**src/rtl/bfdh_pkg.sv**
```systemverilog
// bfdh_pkg: shared constants, register indexes and controller/datapath structs
// for the bloom filter block; no dependencies
`default_nettype none

package bfdh_pkg;

  localparam int unsigned MAX_BITS_DEF   = 65536;
  localparam int unsigned MAX_PROBES_DEF = 30;
  localparam int unsigned MIN_BITS       = 8;

  localparam logic [63:0] FNV_BASIS      = 64'hcbf29ce484222325;
  // prime is 2^40 + 0x1b3, so the multiply is a shift plus a narrow product
  localparam int unsigned FNV_SHIFT      = 40;
  localparam logic [8:0]  FNV_PRIME_LOW  = 9'h1b3;

  localparam int unsigned HALF_W         = 32;
  localparam int unsigned DIV_STEPS      = HALF_W;

  localparam int unsigned BIT_COUNT_W    = 17;
  localparam int unsigned HASH_COUNT_W   = 5;
  localparam int unsigned CFG_INDEX_W    = 2;
  localparam int unsigned CFG_DATA_W     = 17;

  localparam logic [BIT_COUNT_W-1:0]  BIT_COUNT_RST  = 17'd65536;
  localparam logic [HASH_COUNT_W-1:0] HASH_COUNT_RST = 5'd7;

  localparam logic [CFG_INDEX_W-1:0] REG_BIT_COUNT  = 2'd0;
  localparam logic [CFG_INDEX_W-1:0] REG_HASH_COUNT = 2'd1;

  typedef struct packed {
    logic hash_upd;   // fold an accepted byte into the hash
    logic split;      // load both halves into the dividers, reset the hash
    logic mod_step;   // one restoring step of both dividers
    logic prep;       // first probe index and stride from the remainders
    logic probe;      // touch one filter bit and advance the index
    logic finish;     // load the result word
    logic clear;      // clear one filter bit after reset
  } cmd_t;

  typedef struct packed {
    logic [HASH_COUNT_W-1:0] probes;     // probe count in use
    logic                    clear_last; // clearing pass at its last bit
    logic                    out_busy;   // result word still waiting
  } stat_t;

endpackage

`default_nettype wire

```
**src/rtl/bfdh_ctrl.sv**
```systemverilog
// bfdh_ctrl: sequencer for clearing, hashing, modulo reduction and probing
// depends on bfdh_pkg for the command and status structs
`default_nettype none

module bfdh_ctrl
  import bfdh_pkg::*;
(
  input  wire logic  clk,
  input  wire logic  rst,
  input  wire logic  in_valid,
  input  wire logic  in_last,
  input  wire logic  out_take,
  input  wire stat_t stat,
  output logic       in_ready,
  output cmd_t       cmd
);

  typedef enum logic [2:0] {
    S_CLEAR, S_IDLE, S_SPLIT, S_DIVIDE, S_PREP, S_PROBE, S_DRAIN, S_FINISH
  } state_t;

  state_t state;
  logic [HASH_COUNT_W-1:0] cnt;
  logic out_free;

  assign out_free = !stat.out_busy || out_take;
  assign in_ready = (state == S_IDLE);

  always_comb begin
    cmd          = '0;
    cmd.clear    = (state == S_CLEAR);
    cmd.hash_upd = (state == S_IDLE) && in_valid;
    cmd.split    = (state == S_SPLIT);
    cmd.mod_step = (state == S_DIVIDE);
    cmd.prep     = (state == S_PREP);
    cmd.probe    = (state == S_PROBE);
    cmd.finish   = (state == S_FINISH) && out_free;
  end

  always_ff @(posedge clk) begin
    if (rst) begin
      state <= S_CLEAR;
      cnt   <= '0;
    end else begin
      unique case (state)
        S_CLEAR: begin
          if (stat.clear_last) state <= S_IDLE;
        end
        S_IDLE: begin
          if (in_valid && in_last) state <= S_SPLIT;
        end
        S_SPLIT: begin
          cnt   <= '0;
          state <= S_DIVIDE;
        end
        S_DIVIDE: begin
          if (cnt == HASH_COUNT_W'(DIV_STEPS - 1)) begin
            cnt   <= '0;
            state <= S_PREP;
          end else begin
            cnt <= cnt + 1'b1;
          end
        end
        S_PREP: begin
          state <= S_PROBE;
        end
        S_PROBE: begin
          if (cnt == stat.probes - 1'b1) state <= S_DRAIN;
          else cnt <= cnt + 1'b1;
        end
        // last read word lands here
        S_DRAIN: begin
          state <= S_FINISH;
        end
        S_FINISH: begin
          if (out_free) state <= S_IDLE;
        end
        default: state <= S_IDLE;
      endcase
    end
  end

endmodule

`default_nettype wire

```
**config.mk**
```make
export PLATFORM = sky130hd
export DESIGN_NAME = bfdh_ctrl
export DESIGN_NICKNAME = d
export VERILOG_FILES = /design/src/rtl/bfdh_pkg.sv /design/src/rtl/bfdh_ctrl.sv
export SDC_FILE = /design/constraint.sdc
export NUM_CORES = 1
export LEC_CHECK = 0
export BUFFER_PORTS_ARGS = -buffer_cell sky130_fd_sc_hd__buf_4
export CORE_UTILIZATION = 48
export CTS_CLUSTER_SIZE = 40
export DETAILED_ROUTE_END_ITERATION = 10
export PLACE_DENSITY = 0.74
export SYNTH_ARGS = -nofsm -noshare
export SYNTH_HDL_FRONTEND = slang
export SYNTH_SLANG_ARGS = --single-unit
```
**constraint.sdc**
```tcl
create_clock -name clk -period 2.15 [get_ports clk]
set_input_delay 0 -clock clk [delete_from_list [all_inputs] [get_ports clk]]
set_output_delay 0 -clock clk [all_outputs]
set_load 0.01 [all_outputs]
```
* Yosys cells after proc, flatten, opt, wreduce, memory -nomap -nowiden *
Index checks and enable logic that the tools add are counted.

word-level totals
  register bits after elaboration = 8
  input bits = 12

operators by class
  reduce and logical (&&, ||, !) cells = 9
  add/subtract/negate cells = 2
  equal/unequal tests = 15
  multiplexer cells = 9

operators with widths
  kind                 number
  $pmux 3 s8           1
  $mux 3               5
  $pmux 5 s3           1
  $eq 3x3->1 const B   4
  $mux 5               2
  $eq 3x2->1 const B   2
  $ne 2x1->1 const B   3
  $ne 2x2->1 const B   3
  $add 5x1->5 const B  1
  $eq 5x5->1           1
  $eq 5x5->1 const B   1
  $reduce_and 5->1     1
  $sub 5x1->5 const B  1
  $eq 3x1->1 const B   1
  $logic_and 1x1->1    3
  $logic_not 3->1      1
  $reduce_bool 3->1    1
  $reduce_and 2->1     1
  $logic_not 1->1      1
  $logic_or 1x1->1     1

* Depth between registers and ports, before layout *
  depth after elaboration = 4
  gate-level depth with buffers = 8
  mapped depth without buffers = 8

* Least setup slack after synthesis *
OpenSTA, ideal clock, no wires.

  kind = reg2reg
  start = reg cnt[0]
  end = reg state[0]
  slack = 0.319 ns
  required time = 2.063 ns
  buffers on the path = 0
  stages on the path, launching flop included = 9
  library setup time = 0.087 ns
  data arrival time = 1.744 ns
  cell sequence = dfxtp_1 ha_1 and3_1 ha_1 nor2b_1 a221oi_1 o22ai_1 a2111o_1 o31ai_1

on the way
  word-level cells in the longest chain between the ends = 3
  elaborated cells on any way between the ends = 5

RTL lines
  item                                   line                              text
  from (decl)                            bfdh_ctrl.sv:23                   logic [HASH_COUNT_W-1:0] cnt;
  from (signal assigned)                 bfdh_ctrl.sv:61                   cnt <= cnt + 1'b1;
  from (signal assigned)                 bfdh_ctrl.sv:69                   else cnt <= cnt + 1'b1;
  $eq 5x5->1, on equally long branches   bfdh_ctrl.sv:57, bfdh_ctrl.sv:68
  $ne 2x1->1 (no source line)            -
  $reduce_and 5->1 (no source line) (*)  -
  to (signal assigned)                   bfdh_ctrl.sv:54                   state <= S_DIVIDE;
  to (signal assigned)                   bfdh_ctrl.sv:59                   state <= S_PREP;
  to (signal assigned)                   bfdh_ctrl.sv:65                   state <= S_PROBE;
  to (decl)                              bfdh_ctrl.sv:22                   state_t state;

Every way passes the cells marked *; elsewhere a longest branch is shown, timed or not.
A chain may end at the register's enable or synchronous reset.

* Worst setup path after layout *
Same ends and word-level chain as after synthesis.

==> summary.md <==
| Metric | Value |
|---|---|
| Period utilisation layout | 0.9055 |
| Grt ovf | 0 |
| Post-CTS Setup Repair Bufs | 0 |
| Clk sinks | 8 |
| Share of cells above drive strength 1 | 0.2589 |
| Post-synthesis sequential area ratio | 0.2192 |
| #FFs+latches synth | 8 |
| DRT Pass-1 Iters | 4 |
| Final #Nets | 133 |
| Final setup vio count | 0 |
| Yosys cell types | 35 |
| Critical path's slowest cell | dfxtp_1 |
| Maximum VDD drop | 0.7361 mV |
| DIE HEIGHT | 41.02 um |
| Pre-CTS WS | 0.1224 ns |
| Routed WL | 1637 um |
| Max_slew headroom | 0.6954 |
| Initial Util | 0.5412 |
| Fin worst setup slack | 0.2031 ns |
| Max Fanout on Critical Path | 5 |
| WL per Instance | 12.89 um |
| Routed vias/inst | 5.669 |
| Slowest stage delay, CP | ~0.4 ns |
| Most used cell, CP | ha_1 |
| Synth Cell Area | between 700 and 800 um^2 |
| Total CTS buffers | 3 |
| Kind of critical path | flip-flop to flip-flop |
| Status | finished, final reports clean |
| Synthesized area per cell | 8.119 um^2 |
| Syn Inst Count | 90 |
| CTS tree | done |
| Cell taking the most area after synthesis | dfxtp_1 |
| Placeable Area | 0.001350 mm^2 |
| DIE AREA | 0.001682 mm^2 |
| Starting DRT DRC Count | 28 |
| Dpl hpwl | around 1300 um |
| Worst-Margin Slew | 0.4564 ns |
| Uppermost layer routed | met4 |
| CP Data Required Time | 2.31 ns |
| Commonest non-fill, non-tap cell in the layout | buf_4 |
| Most frequent cells in the layout | buf_4 (20), inv_1 (8), nor2b_1 (8), dfxtp_1 (8), ha_1 (7) |
| Initial antenna violation count | 0 |
| CP endpoint kind | flip-flop |
| Via count | 720 |
| Largest net degree at the start of global routing | 13 |
| Post-route setup TNS | 0 ns |
| Remaining antenna violation count after routing | 0 |
| Number of I/O pins | 20 |
| Site Rows | 13 |
| RSZ-0062 raised after global routing | false |
| Top cell type's share of synthesized area | 0.2192 |
| Hold Path Class | primary input to flip-flop |
| Critical path cell sequence | ha_1 -> and3_1 -> ha_1 -> nor2b_1 -> a221oi_2 -> o22ai_2 -> a2111o_1 -> o31ai_1 |
| First-pass GRT wire length | 2249 um |
| Ranking of synthesized cells by area | dfxtp_1 (22%), ha_1 (12%), nor2b_1 (6.8%), inv_1 (4.1%), xnor2_1 (3.6%) |
| Ys Warns | 0 |
| CTS clk-pin slew, worst paths | 0.05 ns |
| Final Wtd Congestion | 0.8521 |
| Ant diodes | 0 |
| # DRC | 0 |
| Final hold vios | 0 |
| CP arrival | about 2.1 ns |
| WL met1 | between 700 and 800 um |
| CTS H-tree lvls | 1 |
| Peak Freq | 513.6 MHz |
| GRT Util Overall | 0.2063 |
| Pleak | around 0.44 nW |
| Max Cap Viol | 0 |
| Port buffer count | 19 |
| Wire length on met2 | 752 um |
| Layout Utilization | 0.6997 |
| Pwr dens | 792.5 mW/mm^2 |
| Total power | ~750 uW |
| CP Launch Type | flip-flop |
| Worst-Skew Late Latency | 0.25 ns |
| Root buf cell | clkbuf_4 |
| Syn nets | ~110 |
| CTS Buffer Depth | 2 |
| Die width | 41.02 um |
| Area grow syn2layout | 29.28% |
| Met3 WL | 124 um |
| Vias in the first global route | 551 |
| Minimum clock period | 1.947 ns |
| Fillcell total | 123 |
| Fin Clk Skew | 0.002819 ns |
| Max Slew Vio Count | 0 |
worst max-delay path: cells and delay by family (launching register included):
kind,cells,cell delay [ns]
adder cells (fa/ha/maj),2,0.36
flip-flops,1,0.40
AND/OR/NAND/NOR,2,0.23
AO/OA/AOI/OAI,4,0.86
final timing paths:
| path | startpoint | endpoint | slack (ns) | cells after the start |
|---|---|---|---|---|
| worst min register to register | cnt[1] | cnt[1] | 0.52 | 2 |
| worst max-delay path | cnt[0] | state[0] | 0.20 | 8 |
| worst max register to register | cnt[0] | state[0] | 0.20 | 8 |
| worst min-delay path | stat[1] | state[2] | 0.19 | 5 |
sequential cells by signal, summed over array words and instances, names as in the netlist:
signal / flops
state: 3
cnt: 5
synth_stat cells:
cell type  n
nand2b_1   4
nor2b_1    8
and3_1     1
or3_1      1
nand4bb_1  1
o211ai_2   1
nor3_1     2
o211a_1    1
o41ai_1    1
o21ai_0    1
nand3b_1   1
o22ai_1    2
a221oi_1   1
o21bai_1   1
a2bb2oi_1  1
a211oi_2   1
xor2_1     3
nor2_1     5
o31ai_1    1
o2bb2ai_1  1
ha_1       7
xnor2_1    3
a21oi_2    1
and2_1     4
clkbuf_1   2
a2111o_1   1
a21oi_1    4
nand2_1    5
inv_1      8
dfxtp_1    8
nand3_1    3
o2111ai_1  1
a21boi_0   1
mux2i_1    2
a32o_1     2
where the power goes:
| part | switching (mW) | internal (mW) | total [mW] |
|---|---|---|---|
| clock | 0.0463 | 0.0635 | 0.110 |
| sequential | 0.0292 | 0.173 | 0.202 |
| combinational | 0.230 | 0.207 | 0.437 |
logic make-up after synthesis:
group           synth area share
buf+inv                  0.05138
mux                      0.02740
simple gates              0.2654
flops                     0.2192
xor+xnor                 0.07193
compound gates            0.2449
fa+ha+maj                 0.1199
cell type report:
type                       count  area [um^2]  share of cell area
clock buffer                   3        22.52             0.02384
inverter                       8        30.03             0.03179
multi-input combinational     72        553.0              0.5854
sequential                     8        160.2              0.1695
tap                           15        18.77             0.01987
timing repair buffer          21        160.2              0.1695
timing repair:
item / in CTS / in global routing
hold buffers: 1 / 0
endpoints found under the hold margin: 1 / 0
endpoints found under the setup margin: 0 / 3
resized for setup: 0 / 3
stage by stage:
stage / hold WS [ns] / cell area, um^2 / std cells
floorplan: 0.06907 / 730.7 / 90
global placement: 0.2355 / 892.1 / 123
detailed placement: 0.2355 / 892.1 / 123
CTS: 0.1968 / 924.6 / 127
global route: 0.2337 / 944.7 / 127
finish: 0.1923 / 944.7 / 127
layer usage:
metal	global-route usage	vias up
met2	0.3359	36
met3	0.03261	5
met5	0	-
met4	0.09167	0
met1	0.2640	311
li1	-	368
Power figures use the tool's default switching activity.
